**src/rtl/kbit_pkg.sv**
```systemverilog
package kbit_pkg;

   localparam int SLOTS        = 32;
   localparam int ENTITY_LIMIT = 4096;

   localparam int IDX_W     = (SLOTS > 1) ? $clog2(SLOTS) : 1;
   localparam int DATA_W    = 32;
   localparam int CFG_W     = 16;
   localparam int AGE_W     = CFG_W;   // a live slot's age is below the lifetime
   localparam int CNT_W     = $clog2(AGE_W);
   localparam int CSR_IDX_W = 2;
   localparam int ALPHA_LSB = 24;

   localparam logic [CSR_IDX_W-1:0] CSR_LIFETIME = 2'd0;
   localparam logic [CSR_IDX_W-1:0] CSR_PERIOD   = 2'd1;
   localparam logic [CSR_IDX_W-1:0] CSR_ON_TIME  = 2'd2;

   localparam logic [CFG_W-1:0] LIFETIME_RESET = 16'd1000;
   localparam logic [CFG_W-1:0] PERIOD_RESET   = 16'd500;
   localparam logic [CFG_W-1:0] ON_TIME_RESET  = 16'd250;

   // request travelling down the slot chain
   typedef struct packed {
      logic              live;
      logic              cmd;          // 0 set, 1 query
      logic              ok;           // set key in range
      logic              done;         // search finished
      logic              hit;          // query found a live match
      logic [DATA_W-1:0] key;
      logic [DATA_W-1:0] color;
      logic [DATA_W-1:0] now;
      logic [IDX_W-1:0]  oldest_idx;
      logic [DATA_W-1:0] oldest_start;
      logic [AGE_W-1:0]  hit_age;
      logic [DATA_W-1:0] hit_color;
   } kbit_tok_type;

   // replacement write broadcast at the end of a set scan
   typedef struct packed {
      logic              en;
      logic [IDX_W-1:0]  idx;
      logic [DATA_W-1:0] key;
      logic [DATA_W-1:0] color;
      logic [DATA_W-1:0] start;
   } kbit_wr_type;

   localparam logic CMD_SET   = 1'b0;
   localparam logic CMD_QUERY = 1'b1;

endpackage

```
**src/rtl/kbit_rem.sv**
```systemverilog
module kbit_rem (
   input  logic                        clock,
   input  logic                        reset,
   input  logic                        start,
   input  logic [kbit_pkg::AGE_W-1:0]  dividend,
   input  logic [kbit_pkg::AGE_W-1:0]  divisor,
   output logic                        done,
   output logic [kbit_pkg::AGE_W-1:0]  rem
);
   import kbit_pkg::*;

   logic             busy_ff, done_ff;
   logic [CNT_W-1:0] cnt_ff;
   logic [AGE_W-1:0] rem_ff, rem_in, dvd_ff, dsr_ff;
   logic [AGE_W:0]   trial;

   // restoring step, one dividend bit a cycle
   assign trial  = {rem_ff, dvd_ff[AGE_W-1]};
   assign rem_in = (trial >= {1'b0, dsr_ff}) ? AGE_W'(trial - {1'b0, dsr_ff})
                                             : AGE_W'(trial);

   always_ff @(posedge clock) begin
      if (reset) begin
         busy_ff <= 1'b0;
         done_ff <= 1'b0;
      end else begin
         done_ff <= busy_ff && !start && cnt_ff == CNT_W'(AGE_W-1);
         if (start) begin
            busy_ff <= 1'b1;
            cnt_ff  <= '0;
            rem_ff  <= '0;
            dvd_ff  <= dividend;
            dsr_ff  <= divisor;
         end else if (busy_ff) begin
            rem_ff <= rem_in;
            dvd_ff <= {dvd_ff[AGE_W-2:0], 1'b0};
            cnt_ff <= cnt_ff + 1'b1;
            if (cnt_ff == CNT_W'(AGE_W-1)) begin
               busy_ff <= 1'b0;
            end
         end
      end
   end

   assign done = done_ff;
   assign rem  = rem_ff;

endmodule
```
**config.mk**
```make
export PLATFORM = sky130hd
export DESIGN_NAME = kbit_rem
export DESIGN_NICKNAME = d
export VERILOG_FILES = /design/src/rtl/kbit_pkg.sv /design/src/rtl/kbit_rem.sv
export SDC_FILE = /design/constraint.sdc
export NUM_CORES = 1
export LEC_CHECK = 0
export BUFFER_PORTS_ARGS = -buffer_cell sky130_fd_sc_hd__buf_2
export CAP_MARGIN = 15
export CORE_MARGIN = 2
export CORE_UTILIZATION = 51
export DETAILED_ROUTE_END_ITERATION = 7
export PLACE_DENSITY = 0.82
export SLEW_MARGIN = 10
export SYNTH_ARGS = -nofsm -noshare
export SYNTH_HDL_FRONTEND = slang
export SYNTH_SLANG_ARGS = --single-unit
```
**constraint.sdc**
```tcl
create_clock -name clock -period 5.3 [get_ports clock]
set_clock_uncertainty 0.05 [all_clocks]
set_input_delay 0.795 -clock clock [delete_from_list [all_inputs] [get_ports clock]]
set_output_delay 0.795 -clock clock [all_outputs]
set_load 0.005 [all_outputs]
```
After elaboration in Yosys (flattened, before gate mapping)
Index checks and enable logic that the tools add are counted.
{ "totals": {"out_inout_bits": 17, "in_bits": 35, "word_cells": 25, "register_bits": 54} }
{ "classes": {"add_sub_neg": 2, "magnitude_cmp": 1, "n_mux": 8, "n_bitwise": 1, "n_reduce_logical": 6, "n_eq_ne": 1} }
{ "ops": {"columns": ["op", "n"], "rows": [
  ["16-bit 2-to-1 mux", 4],
  ["17-bit by 16-bit greater-or-equal comparator with 1-bit output", 1],
  ["16-bit subtractor", 1],
  ["4-bit by 1-bit adder with 4-bit output, second input constant", 1],
  ["4-bit == test, second input constant", 1],
  ["4-bit 2-to-1 mux", 1],
  ["2-bit AND reduction", 2],
  ["1-bit 2-to-1 mux", 3],
  ["1-bit logical AND", 2],
  ["2-bit nonzero test", 1],
  ["1-bit zero test", 1],
  ["1-bit inverter", 1]
]} }

Depth between registers and ports, before layout
{ "logic_depth": {"word_depth": 4, "depth_mapped": 10, "mapped_depth_nobuf": 10} }

Least setup slack after synthesis
Ideal clock, no wire load.
{ "synth_timing": {"kind": "input to register", "from": "input start", "to": "register cnt_ff[0] (enable)", "slack_ns": 1.792, "arrival_ns": 3.028, "path_buffers": 2, "setup_time_ns": 0.429, "stages": 4, "cell_sequence": "buf_1 > clkbuf_1 > nor2_1 > nor2_1"} }
{ "synth_via": {"elab_chain_len": 2} }
{ "synth_lines": {"columns": ["element", "line_no", "rtl"], "rows": [
  ["start: declaration", "kbit_rem.sv:4", "input logic start,"],
  ["2-bit nonzero test (no source line)", null, null],
  ["2-bit AND reduction (no source line)", null, null],
  ["end signal: assignment", "kbit_rem.sv:37", "cnt_ff <= cnt_ff + 1'b1;"],
  ["end: declaration", "kbit_rem.sv:13", "logic [CNT_W-1:0] cnt_ff;"]
]} }
Every way passes these cells.
A chain may end at the register's enable or synchronous reset.

Worst setup path after layout
{ "layout_timing": {"from": "register rem_ff[9] (netlist: rem[9])", "to": "register rem_ff[14] (netlist: rem[14]), data pin"} }
{ "layout_via": {"elab_chain_len": 3} }
{ "layout_lines": {"columns": ["element", "line_no", "rtl"], "rows": [
  ["start: declaration", "kbit_rem.sv:14", "logic [AGE_W-1:0] rem_ff, rem_in, dvd_ff, dsr_ff;"],
  ["start signal: assignment", "kbit_rem.sv:35", "rem_ff <= rem_in;"],
  ["16-bit subtractor / 17-bit by 16-bit greater-or-equal comparator with 1-bit output (equally long branches)", "kbit_rem.sv:19", "assign rem_in = (trial >= {1'b0, dsr_ff}) ? AGE_W'(trial - {1'b0, dsr_ff})"],
  ["16-bit 2-to-1 mux *", "kbit_rem.sv:19", null],
  ["16-bit 2-to-1 mux *", "kbit_rem.sv:34", "end else if (busy_ff) begin"]
]} }
Every way passes the cells marked *; elsewhere a longest branch is shown, timed or not. The select of a mux whose other input is x is not followed.

==> flow_summary_export.csv <==
group,metric,value,unit
outcome,status,"finished clean",
cts,postCtsSetupBuffers,0,
cts,cts_sinks,54,
critical_path,worstSetupPathType,"reg2reg",
route,num_vias,2366,
place,place_inst,400,
power_and_ir_drop,p_leak,1.443,nW
power_and_ir_drop,vdd_drop_max,153.8,uV
power_and_ir_drop,sw_frac_of_total,31.27,%
sta,fmax,345.8,MHz
yosys,synth_cells,283,
cts,cts-root-buf,"clkbuf_8",
critical_path,crit_fanout,14,
power_and_ir_drop,clockPowerShare,23.5,%
final_layout,multi_input_area,1414,um^2
grt,antenna_found_initial,0,
floorplan,dieArea,6851,um^2
power_and_ir_drop,p_switching,0.3345,mW
job,maxCapViolCount,0,
route,via_per_inst,5.799,
cts,cts_hold_buf,0,
place,hpwl,4.783,mm
final_layout,fillers,511,
route,first_iter_violations,171,
final_layout,n_antenna_cell,0,
critical_path,path_buf_inv,0,
sta,setup_violations,0,
route,wl_per_cell,16.04,um
critical_path,cp_slowest_cell,"o21ai_2",
cts,cts_buffer_depth,2,
cts,numCtsBuffers,5,
sta,slew_headroom,49.70,%
grt,grt_first_pass_wirelength,10.47,mm
cts,clk_pin_slew,100,ps
floorplan,rows,28,
final_layout,syn_to_final_growth,12.73,%
place,io_buffer_count,51,
critical_path,critPathTopFamily,"compound AO/OA/AOI/OAI gates",
sta,setup_ws,2408,ps
route,postRouteAntennaNets,0,
grt,grt_use_total,20.29,%
critical_path,critical_path.endpoint_type,"flip-flop",
sta,fin_crit,2892,ps
place,gp_congestion,0.8453,
critical_path,arrival,2930,ps
floorplan,die_h,82.77,um
yosys,ys_types,58,
final_layout,fin_cells,408,
cts,clk-insertion-delay-late,320,ps
route,drc,0,
yosys,synthTopCellsByArea,"edfxtp_1, ha_1, mux2_2",
floorplan,start_util,53.13,%
cts,cts_tree,"built",
power_and_ir_drop,p_int,0.7353,mW
sta,finalMaxSlewViolations,0,
critical_path,worstPathCellList,"ha_1, a21o_1, a31o_2, or2_1, o21ai_2, a21oi_1, a32o_1",
yosys,ys_seq_area_share,50.61,%
route,dr.pass1.iters,4,
floorplan,core-area,5956,um^2
yosys,async_flop_share,0,%
critical_path,worstSetupStartpointType,"flip-flop",
route,routed_wirelength,6.546,mm
cts,htree_levels,2,
yosys,syn_avg_cell_area,11.18,um^2
yosys,synth_edf_count,52,
place,pre_cts_slack,2447,ps
final_layout,seqCellArea,1602,um^2
yosys,synth_top_area_share,49.35,%
critical_path,cp_slowest_stage_delay,480,ps
power_and_ir_drop,share_comb_of_total_power,27.1,%
sta,grt_setup_unrepaired,"false",
sta,hold_violations,0,
yosys,yosysTopAreaCell,"edfxtp_1",
yosys,syn_area,3164,um^2
yosys,ys_warn_count,0,
grt,grt_max_degree,41,
grt,grt_overflow,0,
yosys,synth_seq_cells,54,
floorplan,dieWidth,82.77,um
cts,cts_resized,0,
floorplan,ios,52,
power_and_ir_drop,p_seq_share,49.4,%
sta,setup_tns,0,ps
sta,worstMarginPinSlew,754.5,ps
grt,grt_pass1_vias,2309,
yosys,synth-main-ff-cell,"edfxtp_1",
hold_path,hold_class,"reg2reg",
critical_path,cp.required,5340,ps
final_layout,drive_gt1_share,27.03,%
sta,min_period_over_period,54.57,%
final_layout,final_nets,385,
power_and_ir_drop,cellPowerDensity,299.9,nW/um^2
yosys,postSynthNetCount,336,
[stage by stage]
step | hold slack [ps] | cell area, um^2 | power [mW] | util (%)
3_5_place_dp | 453.2 | 3470 | 0.8245 | 58.26
5_1_grt | 490.4 | 3567 | 1.127 | 59.89
3_3_place_gp | 438.2 | 3470 | 0.8152 | 58.26
2_1_floorplan | 422.2 | 3164 | 0.7504 | -
6_report | 472.1 | 3567 | 1.070 | 59.89
4_1_cts | 472.8 | 3567 | 1.074 | 59.89
[sequential cells by signal, indices dropped and copies added, names as in the netlist]
signal,cells
busy_ff,1
cnt_ff,4
dsr_ff,16
rem,16
dvd_ff,16
done,1
[power groups by stage]
stage	Sequential (mW)	Clock, mW	Combinational, mW
final	0.529	0.251	0.290
after global placement	0.538	0	0.278
after detailed placement	0.539	0	0.286
after CTS	0.529	0.258	0.287
after floorplan	0.536	0	0.215
after global routing	0.533	0.273	0.321
[worst paths after layout]
path,slack [ps],start,depth (start not counted),to
max,2410,rem[9],7,rem[14]
min,470,busy_ff,1,done
max reg2reg,2410,rem[9],7,rem[14]
min reg2reg,470,busy_ff,1,done
[final cells by class]
type                            count  area share [%]
Sequential cell                    54           44.90
Multi-Input combinational cell    194           39.64
Timing Repair Buffer               53           7.576
Tap cell                           75           2.631
Inverter                           24           2.525
Clock buffer                        5           1.929
Clock inverter                      3          0.8067
[cell families after synthesis]
| logic type | count (synthesis) | synth area share [%] |
|---|---|---|
| compound gates | 72 | 15.50 |
| simple gates | 78 | 13.33 |
| fa+ha+maj | 18 | 7.355 |
| xor+xnor | 10 | 2.768 |
| mux | 16 | 5.654 |
| flops | 54 | 50.61 |
| buf+inv | 35 | 4.784 |
[Yosys cell counts, types with 3 or more instances]
library cell  number
edfxtp_1          52
inv_1             24
a21oi_1           23
ha_1              17
nand3_1           17
nor2_1            16
mux2_2            15
o21ai_0           14
nand2_1           11
nor3_1            10
nor2b_1            6
xnor2_1            6
a21o_1             4
o211ai_1           4
xor2_1             4
and2_1             3
buf_2              3
or3_1              3
[layer usage]
| layer | track usage (%) | share of wire [%] | routed length, um |
|---|---|---|---|
| met1 | 25.38 | 42 | 2751 |
| met2 | 35.00 | 50 | 3304 |
| met3 | 3.896 | 6.1 | 398 |
| met4 | 7.213 | 1.4 | 92 |
| met5 | 0 | 0 | 0 |
[cell usage in the layout (no fill, tap or decap), types with 3 or more instances in the layout]
| cell type | Yosys | layout |
|---|---|---|
| edfxtp_1 | 52 | 52 |
| buf_2 | 3 | 51 |
| inv_1 | 24 | 24 |
| a21oi_1 | 23 | 23 |
| nand3_1 | 17 | 17 |
| ha_1 | 17 | 17 |
| mux2_2 | 15 | 15 |
| nor2_1 | 16 | 15 |
| o21ai_0 | 14 | 14 |
| nand2_1 | 11 | 11 |
| nor3_1 | 10 | 10 |
| xnor2_1 | 6 | 6 |
| nor2b_1 | 6 | 6 |
| clkbuf_8 | 0 | 5 |
| o211ai_1 | 4 | 4 |
| a21o_1 | 4 | 4 |
| xor2_1 | 4 | 4 |
| or3_1 | 3 | 3 |
| and2_1 | 3 | 3 |
Note: power is estimated with default switching activity, not from simulation.
