$ cat src/rtl/kbit_pkg.sv
package kbit_pkg;

   localparam int SLOTS        = 32;
   localparam int ENTITY_LIMIT = 4096;

   localparam int IDX_W     = (SLOTS > 1) ? $clog2(SLOTS) : 1;
   localparam int DATA_W    = 32;
   localparam int CFG_W     = 16;
   localparam int AGE_W     = CFG_W;   // a live slot's age is below the lifetime
   localparam int CNT_W     = $clog2(AGE_W);
   localparam int CSR_IDX_W = 2;
   localparam int ALPHA_LSB = 24;

   localparam logic [CSR_IDX_W-1:0] CSR_LIFETIME = 2'd0;
   localparam logic [CSR_IDX_W-1:0] CSR_PERIOD   = 2'd1;
   localparam logic [CSR_IDX_W-1:0] CSR_ON_TIME  = 2'd2;

   localparam logic [CFG_W-1:0] LIFETIME_RESET = 16'd1000;
   localparam logic [CFG_W-1:0] PERIOD_RESET   = 16'd500;
   localparam logic [CFG_W-1:0] ON_TIME_RESET  = 16'd250;

   // request travelling down the slot chain
   typedef struct packed {
      logic              live;
      logic              cmd;          // 0 set, 1 query
      logic              ok;           // set key in range
      logic              done;         // search finished
      logic              hit;          // query found a live match
      logic [DATA_W-1:0] key;
      logic [DATA_W-1:0] color;
      logic [DATA_W-1:0] now;
      logic [IDX_W-1:0]  oldest_idx;
      logic [DATA_W-1:0] oldest_start;
      logic [AGE_W-1:0]  hit_age;
      logic [DATA_W-1:0] hit_color;
   } kbit_tok_type;

   // replacement write broadcast at the end of a set scan
   typedef struct packed {
      logic              en;
      logic [IDX_W-1:0]  idx;
      logic [DATA_W-1:0] key;
      logic [DATA_W-1:0] color;
      logic [DATA_W-1:0] start;
   } kbit_wr_type;

   localparam logic CMD_SET   = 1'b0;
   localparam logic CMD_QUERY = 1'b1;

endpackage

$ cat src/rtl/kbit_cell.sv
module kbit_cell (
   input  logic                        clock,
   input  logic                        reset,
   input  logic [kbit_pkg::IDX_W-1:0]  cell_idx,
   input  logic [kbit_pkg::CFG_W-1:0]  lifetime,
   input  kbit_pkg::kbit_tok_type      tok_i,
   input  kbit_pkg::kbit_wr_type       wr_i,
   output kbit_pkg::kbit_tok_type      tok_o
);
   import kbit_pkg::*;

   logic              active_ff, active_in;
   logic [DATA_W-1:0] key_ff, color_ff, start_ff;
   kbit_tok_type      tok_ff, tok_in;

   logic              searching, key_eq, take_set, take_wr, expire, match;
   logic [DATA_W-1:0] age;
   logic [DATA_W-1:0] wr_key, wr_color, wr_start;

   assign searching = tok_i.live && !tok_i.done;
   assign key_eq    = key_ff == tok_i.key;
   assign age       = tok_i.now - start_ff;
   assign take_set  = searching && tok_i.cmd == CMD_SET && (!active_ff || key_eq);
   assign take_wr   = wr_i.en && wr_i.idx == cell_idx;
   assign expire    = searching && tok_i.cmd == CMD_QUERY && active_ff
                      && age >= {{(DATA_W-CFG_W){1'b0}}, lifetime};
   assign match     = searching && tok_i.cmd == CMD_QUERY && active_ff && !expire && key_eq;

   assign wr_key   = take_set ? tok_i.key   : wr_i.key;
   assign wr_color = take_set ? tok_i.color : wr_i.color;
   assign wr_start = take_set ? tok_i.now   : wr_i.start;

   always_comb begin
      active_in = active_ff;
      if (take_set || take_wr) begin
         active_in = wr_color[DATA_W-1:ALPHA_LSB] != '0;
      end else if (expire) begin
         active_in = 1'b0;
      end

      tok_in = tok_i;
      if (take_set) begin
         tok_in.done = 1'b1;
      end else if (searching && tok_i.cmd == CMD_SET && start_ff < tok_i.oldest_start) begin
         // active slot, other key
         tok_in.oldest_idx   = cell_idx;
         tok_in.oldest_start = start_ff;
      end
      if (match) begin
         tok_in.done      = 1'b1;
         tok_in.hit       = 1'b1;
         tok_in.hit_age   = age[AGE_W-1:0];
         tok_in.hit_color = color_ff;
      end
   end

   always_ff @(posedge clock) begin
      if (reset) begin
         active_ff   <= 1'b0;
         tok_ff.live <= 1'b0;
      end else begin
         active_ff <= active_in;
         tok_ff    <= tok_in;
      end
      if (take_set || take_wr) begin
         key_ff   <= wr_key;
         color_ff <= wr_color;
         start_ff <= wr_start;
      end
   end

   assign tok_o = tok_ff;

endmodule

$ cat config.mk
export PLATFORM = sky130hd
export DESIGN_NAME = kbit_cell
export DESIGN_NICKNAME = d
export VERILOG_FILES = /design/src/rtl/kbit_pkg.sv /design/src/rtl/kbit_cell.sv
export SDC_FILE = /design/constraint.sdc
export NUM_CORES = 1
export LEC_CHECK = 0
export ABC_AREA = 0
export BUFFER_PORTS_ARGS = -buffer_cell sky130_fd_sc_hd__buf_4
export CORE_MARGIN = 8
export CORE_UTILIZATION = 30
export CTS_BUF_LIST = sky130_fd_sc_hd__clkbuf_4 sky130_fd_sc_hd__clkbuf_8
export CTS_CLUSTER_SIZE = 16
export DETAILED_ROUTE_END_ITERATION = 6
export GPL_ROUTABILITY_DRIVEN = 0
export PLACE_DENSITY = 0.55
export SETUP_SLACK_MARGIN = 0.15
export SLEW_MARGIN = 40
export SYNTH_ARGS = -nofsm -noshare
export SYNTH_HDL_FRONTEND = slang
export SYNTH_SLANG_ARGS = --single-unit
$ cat constraint.sdc
create_clock -name clock -period 5.9 [get_ports clock]
set_input_delay 0.59 -clock clock [delete_from_list [all_inputs] [get_ports clock]]
set_output_delay 0.59 -clock clock [all_outputs]
set_load 0.01 [all_outputs]
---- After elaboration in Yosys (flattened, before gate mapping) ----
Cells that the tools add are included.
word-level totals
  bits in registers ....................... 283
  bits of input ports ..................... 311
cells by class
  $add $sub $neg .......................... 1
  magnitude comparators ................... 2
  eq/ne operators ......................... 2
  mux-type cells .......................... 8
  bitwise gates (word level) .............. 1
  reduce and logical (&&, ||, !) cells .... 18
operators with widths
  operator                                      count
  two-way mux 32 bit                            3
  two-way mux 37 bit                            2
  two-way mux 48 bit                            1
  equality test 32 bit                          1
  greater-or-equal comparator 32 x 16 -> 1 bit  1
  less-than comparator 32 bit                   1
  subtractor 32 bit                             1
  logical AND 1 bit                             10
  nonzero test 8 bit                            1
  equality test 5 bit                           1
  zero test 1 bit                               3
  logical OR 1 bit                              2
  two-way mux 1 bit                             2
  nonzero test 2 bit                            1
  OR reduction 2 bit                            1
  NOT 1 bit                                     1

---- Logic depth before layout (Yosys ltp) ----
Gate-level depths: netlist of run 1.
  word-level depth ........................ 9
  mapped depth ............................ 22

---- Worst setup path after synthesis of run 1 ----
Ideal clock, no wire load.
  path kind ............................... input port to flip-flop
  start point ............................. input port reset
  end point ............................... register active_ff
  data arrival time ....................... 5.054 ns
  setup slack ............................. 0.785 ns
  stages .................................. 4
  cell sequence ........................... inv_1 > nand3_1 > or4_2 > nand2b_1
RTL lines
  item                  RTL line         RTL
  from (decl)           kbit_cell.sv:3   input logic reset,
  to (signal assigned)  kbit_cell.sv:62  active_ff <= active_in;
  to (decl)             kbit_cell.sv:12  logic active_ff, active_in;

==> key figures, run 1 <==
Worst setup path
  • Crit end category: flip-flop
  • Crit-path slowest cell: a211oi_1
  • Reg2Reg Depth: 19
  • Setup slack, reg-to-reg: a little over 700 ps
  • CP Launch Point: start_ff[0]
  • Reg2reg start: start_ff[0]
  • R2R Path End: tok_o[8]
  • Worst setup path end: tok_o[8]
  • Crit-path cells: ha_1 -> inv_1 -> fa_1 -> a21o_1 -> a221o_1 -> a211oi_1 -> nor2_1 -> xor2_1 -> ha_1 -> a21oi_1 -> nand2_1 -> a221o_1 -> nor4_1 -> nand3_1 -> nor3_1 -> o2111ai_1 -> nor4b_4 -> buf_12 -> mux2_4
  • Crit Path Max Fanout: 27
  • Required @ worst endpoint: approximately 6300 ps
  • Crit path kind: reg2reg
  • Worst EP arrival: 5550 ps
  • CP Launch Type: flip-flop
  • CP max stage delay: ~430 ps

Timing
  • Fmax: just under 200 MHz
  • Max_slew headroom: 0.466
  • PnR worst setup slack: 718 ps
  • Endpoints failing setup: 0
  • Final Max Tran Viols: 0
  • RSZ-0062 raised after global routing: false
  • TNS Setup: 0 ps
  • Tcrit/Tclk final: 0.878
  • Minimum clock period: 5180 ps
  • Final hold vios: 0
  • Worst-Margin Slew: 800 ps
  • Clock Skews: around 23 ps

Power
  • VDD IR max: 0.159 mV
  • Comb pwr share: 0.179
  • Pleak: 8.73 nW
  • Int Pwr: about 3.7 mW
  • Clock network power share: 0.346
  • Sequential power share: 0.475
  • PwrDens: around 260 nW/um^2
  • Net switching power: around 1.4 mW
  • Sw frac: 0.267

Route
  • Drt wl/cell: 20.6 um
  • DR WL met2: 24.6 mm
  • Drt pass-1 iters: 5
  • WL met1: roughly 20 mm
  • Detail Route Antenna Nets: 0
  • DR top layer: met5
  • Met3 WL post-DR: 3.31 mm
  • # DRC: 0
  • Via density: between 4 and 5
  • Wirelength, routed: about 50 mm
  • Vias: ~11000
  • DRT iter0 DRCs: 597

Global route
  • Pin count of the biggest net entering global routing: 124
  • First-pass GRT wire length: 73.3 mm
  • Initial antenna violation count: 6
  • Tot GR Track Use: 0.171
  • Vias in the first global route: around 12000
  • GRT overflow: 0

Synth
  • Synth cell types: 64
  • Post-synthesis register bit count: roughly 280
  • Post-synth EDFFs: around 280
  • Largest area contributor in the netlist: edfxtp_1
  • Sequential area share after synthesis: 0.585
  • Asr flop ratio synth: 0
  • Cell Area, Synth: about 14000 sq um
  • Syn Inst Count: roughly 1200
  • Average footprint of a synthesized cell: ~12 sq um
  • Post-synth top area share: 0.583
  • Largest cells by area after synthesis: edfxtp_1 58%, nand2_1 8.3%, ha_1 6.7%
  • Top-count cell post-synth: nand2_1
  • Syn nets: 1612
  • Synth cell count leaders: 321 x nand2_1, 281 x edfxtp_1, 90 x inv_1
  • Synth Flop Type: edfxtp_1
  • Synthesis Warnings: 0

Clocking
  • Worst skew pair latency: approximately 620 ps
  • Root Driver: clkbuf_8
  • Sink Count: 283
  • CTS max path bufs: 3
  • Clk slew on worst S/H paths: 60 ps
  • CTS tree: built
  • Total CTS buffers: between 50 and 60
  • Post-CTS setup buffer count: 0
  • CTS H-tree lvls: 2
  • Post-cts resize count: 0
  • CTS Hold Bufs: 0

Die
  • CORE AREA: approximately 48000 sq um
  • Die H: ~240 um
  • Row cnt: 80
  • Chip width: about 240 um
  • Initial core utilization: 0.303
  • I/O pin total: 497
  • Die ar.: 55600 sq um

Worst hold path
  • Hold crit path type: in2reg
  • Hold Crit Depth: 1

Placement
  • Post-DP HPWL: roughly 38 mm
  • Setup Slack @ Placement: roughly 370 ps
  • # port buffers: between 400 and 500

Cells and area
  • Area of the multi-input gates: between 5000 and 6000 sq um
  • Util after Layout: 0.415
  • Nets@finish: 2127
  • # fillers: between 4000 and 5000
  • Layout cell share with drive strength beyond 1: 0.367
  • Layout area overhead: 36.9%
  • FF+latch area: around 8500 sq um

Outcome
  • Status: completed

Run
  • Max Cap Viol: 0
-- placed cells by master, fill, tap and decap left out, drive strengths merged, types with 2 or more instances in the layout --
cell	instances
a211oi	6
a21o	22
a21oi	48
a221o	2
a31oi	3
and3	3
buf	504
clkbuf	67
clkinv	21
dfxtp	2
diode	5
edfxtp	281
ha	78
inv	91
mux2	57
mux2i	33
nand2	321
nand2b	6
nand3	10
nand4	25
nor2	34
nor2b	7
nor3	9
nor4	11
o2111ai	3
o211ai	4
o21a	6
o21ai	28
o221ai	2
o31ai	2
or3	3
or4	3
xnor2	45
xor2	14
-- sequential cells by signal, summed over array words and instances (netlist names) --
name,cells
key_ff,32
tok_o,186
active_ff,1
color_ff,32
start_ff,32
-- critical path: cells and delay by family (launching register included) --
kind / cells / cell delay (ps)
AO/OA/AOI/OAI: 6 / 1710
XOR/XNOR: 1 / 170
adder cells (fa/ha/maj): 3 / 910
buffers and inverters: 2 / 330
flip-flops: 1 / 360
multiplexers: 1 / 320
AND/OR/NAND/NOR: 6 / 1080
-- metrics by stage --
stage | std cells | cell area, sq um | power, mW | hold slack (ps)
6_report | 2392 | 19800 | 5.07 | 152
4_1_cts | 2387 | 19800 | 5.15 | 80.0
2_1_floorplan | 1222 | 14500 | 2.89 | 527
5_1_grt | 2391 | 19800 | 5.31 | 93.6
3_5_place_dp | 2298 | 18900 | 3.37 | 535
3_3_place_gp | 2298 | 18900 | 3.36 | 528
-- cells by family after synthesis --
logic type | Yosys count | share of synthesized area
AND/OR/NAND/NOR | 439 | 0.129
buffers and inverters | 133 | 0.0412
flip-flops | 283 | 0.585
adder cells (fa/ha/maj) | 79 | 0.0688
XOR/XNOR | 59 | 0.0357
multiplexers | 90 | 0.0775
AO/OA/AOI/OAI | 139 | 0.0623
-- power groups by stage --
| stage | sequential (mW) | clock, mW | combinational, mW |
|---|---|---|---|
| after floorplan | 2.51 | 0 | 0.383 |
| after global placement | 2.45 | 0 | 0.910 |
| after detailed placement | 2.45 | 0 | 0.914 |
| after CTS | 2.41 | 1.82 | 0.919 |
| after global routing | 2.42 | 1.89 | 0.998 |
| final | 2.41 | 1.75 | 0.909 |
-- cell type report --
| cell class | count | area share |
|---|---|---|
| diodes | 5 | 0.000631 |
| clock buffers | 67 | 0.0418 |
| clock inverters | 22 | 0.00549 |
| inverters | 90 | 0.0179 |
| multi-input cells | 806 | 0.274 |
| flip-flops and latches | 283 | 0.428 |
| well taps | 615 | 0.0388 |
| repair buffers | 504 | 0.194 |
-- layer usage --
metal  track usage  vias to the layer above
li1              -                     5373
met1         0.205                     5358
met2         0.298                      379
met3        0.0500                       58
met4        0.0430                        2
met5             0                        -
-- worst min path at each step --
stage	startpoint	to	slack, ps
after floorplan	color_ff[0]	tok_o[0]	530
after global placement	color_ff[15]	tok_o[15]	530
after detailed placement	color_ff[9]	tok_o[9]	530
after CTS	tok_i[123]	tok_o[123]	80
after global routing	tok_i[117]	tok_o[117]	90
final	tok_i[128]	tok_o[128]	150
Power figures use the tool's default switching activity.
==> run 2, diff against run 1 <==
--- a/config.mk
+++ b/config.mk
@@ -9,7 +9,7 @@
 export BUFFER_PORTS_ARGS = -buffer_cell sky130_fd_sc_hd__buf_4
 export CORE_MARGIN = 8
 export CORE_UTILIZATION = 30
-export CTS_BUF_LIST = sky130_fd_sc_hd__clkbuf_4 sky130_fd_sc_hd__clkbuf_8
+export CTS_BUF_LIST = sky130_fd_sc_hd__clkbuf_8
 export CTS_CLUSTER_SIZE = 16
 export DETAILED_ROUTE_END_ITERATION = 6
 export GPL_ROUTABILITY_DRIVEN = 0
==> key figures, run 2 (same netlist as run 1, synthesis figures left out) <==
Clocking
  • Sink Count: approximately 280
  • CTS H-tree lvls: 2
  • Clk slew on worst S/H paths: roughly 60 ps
  • Worst skew pair latency: ~620 ps
  • Post-CTS setup buffer count: 0
  • CTS Hold Bufs: 0
  • Post-cts resize count: 0
  • CTS max path bufs: 3
  • Total CTS buffers: 52
  • CTS tree: built
  • Root Driver: clkbuf_8

Timing
  • Final Max Tran Viols: 0
  • WHS: about 150 ps
  • Fmax: roughly 190 MHz
  • Clock Skews: ~26 ps
  • PnR worst setup slack: 719 ps
  • Final hold vios: 0
  • Endpoints failing setup: 0
  • RSZ-0062 raised after global routing: false
  • Worst-Margin Slew: roughly 800 ps
  • TNS Setup: 0 ps
  • Max_slew headroom: 0.468
  • Minimum clock period: between 5000 and 6000 ps
  • Tcrit/Tclk final: 0.878

Global route
  • First-pass GRT wire length: about 73 mm
  • Tot GR Track Use: 0.171
  • Vias in the first global route: about 12000
  • Initial antenna violation count: 6
  • GRT overflow: 0
  • Pin count of the biggest net entering global routing: 124

Outcome
  • Status: completed

Worst setup path
  • Crit-path slowest cell: a211oi_1
  • Crit end category: flip-flop
  • Worst EP arrival: approximately 5600 ps
  • CP Launch Type: flip-flop
  • CP max stage delay: around 430 ps
  • Crit path kind: reg2reg
  • Crit Path Max Fanout: 27
  • Required @ worst endpoint: between 6000 and 7000 ps
  • Crit-path cells: ha_1 -> inv_1 -> fa_1 -> a21o_1 -> a221o_1 -> a211oi_1 -> nor2_1 -> xor2_1 -> ha_1 -> a21oi_1 -> nand2_1 -> a221o_1 -> nor4_1 -> nand3_1 -> nor3_1 -> o2111ai_1 -> nor4b_4 -> buf_12 -> mux2_4

Worst hold path
  • Hold crit path type: in2reg

Route
  • Drt pass-1 iters: 5
  • Drt wl/cell: just over 20 um
  • Via density: 4.67
  • Vias: 11164
  • DRT iter0 DRCs: roughly 600
  • Wirelength, routed: a little under 50 mm
  • Detail Route Antenna Nets: 0
  • # DRC: 0

Placement
  • Setup Slack @ Placement: between 300 and 400 ps
  • Post-DP HPWL: about 38 mm
  • # port buffers: around 500
  • Placed cells: 2298

Die
  • Chip width: approximately 240 um
  • CORE AREA: 47700 sq um
  • Initial core utilization: 0.303
  • I/O pin total: around 500
  • Die ar.: between 50000 and 60000 sq um
  • Row cnt: 80
  • Die H: 236 um

Power
  • Int Pwr: around 3.6 mW
  • Net switching power: between 1 and 1.5 mW
  • Sequential power share: 0.484
  • Clock network power share: 0.334
  • VDD IR max: around 0.16 mV
  • Comb pwr share: 0.182
  • Pleak: roughly 8.7 nW
  • Sw frac: 0.272
  • Overall power: 4.98 mW
  • PwrDens: 252 nW/um^2

Cells and area
  • Max reg flops: ~190
  • # fillers: between 4000 and 5000
  • Layout cell share with drive strength beyond 1: 0.359
  • Most frequent cells in the layout: 499 x buf_4, 320 x nand2_1, 281 x edfxtp_1
  • Nets@finish: approximately 2100
  • Non-filler cells, final: roughly 2400
  • Layout area overhead: 36.5%
  • Commonest non-fill, non-tap cell in the layout: buf_4

Run
  • Max Cap Viol: 0
## run 2: metal layers
metal | global-route usage | part of all wire
met1 | 0.205 | 0.42
met2 | 0.298 | 0.50
met3 | 0.0500 | 0.068
met4 | 0.0430 | 0.016
met5 | 0 | 0.00024
## run 2: area by class of cell
| type | instances | area, sq um | share of cell area |
|---|---|---|---|
| Clock inverter | 37 | 165 | 0.00835 |
| Clock buffer | 52 | 716 | 0.0362 |
| Timing Repair Buffer | 504 | 3840 | 0.194 |
| Inverter | 90 | 355 | 0.0180 |
| Multi-Input combinational cell | 806 | 5430 | 0.275 |
| Tap cell | 615 | 769 | 0.0389 |
| Sequential cell | 283 | 8480 | 0.429 |
| Antenna cell | 5 | 12.5 | 0.000633 |
## run 2: metrics by stage
| step | utilization | area, sq um |
|---|---|---|
| 2_1_floorplan | - | 14500 |
| 3_3_place_gp | 0.395 | 18900 |
| 3_5_place_dp | 0.395 | 18900 |
| 4_1_cts | 0.414 | 19800 |
| 5_1_grt | 0.414 | 19800 |
| 6_report | 0.414 | 19800 |
## run 2: power by group through the flow
stage	registers, mW	logic (mW)	clock network (mW)
detailed placement	2.45	0.914	0
CTS	2.41	0.919	1.73
global placement	2.45	0.910	0
floorplan	2.51	0.383	0
finish	2.41	0.908	1.66
global route	2.42	0.998	1.80
## run 2: path summary, 6_finish.rpt
path,start,endpoint,slack (ps),cells after the start
max,start_ff[0],tok_o[8],720,19
min,tok_i[128],tok_o[128],150,1
max reg2reg,start_ff[0],tok_o[8],720,19
min reg2reg,color_ff[4],tok_o[4],540,1
## run 2: critical path, delay by kind of cell (launching register included)
kind | cells | cell delay [ps]
flops | 1 | 360
xor+xnor | 1 | 170
simple gates | 6 | 1080
mux | 1 | 320
compound gates | 6 | 1710
buf+inv | 2 | 330
fa+ha+maj | 3 | 910
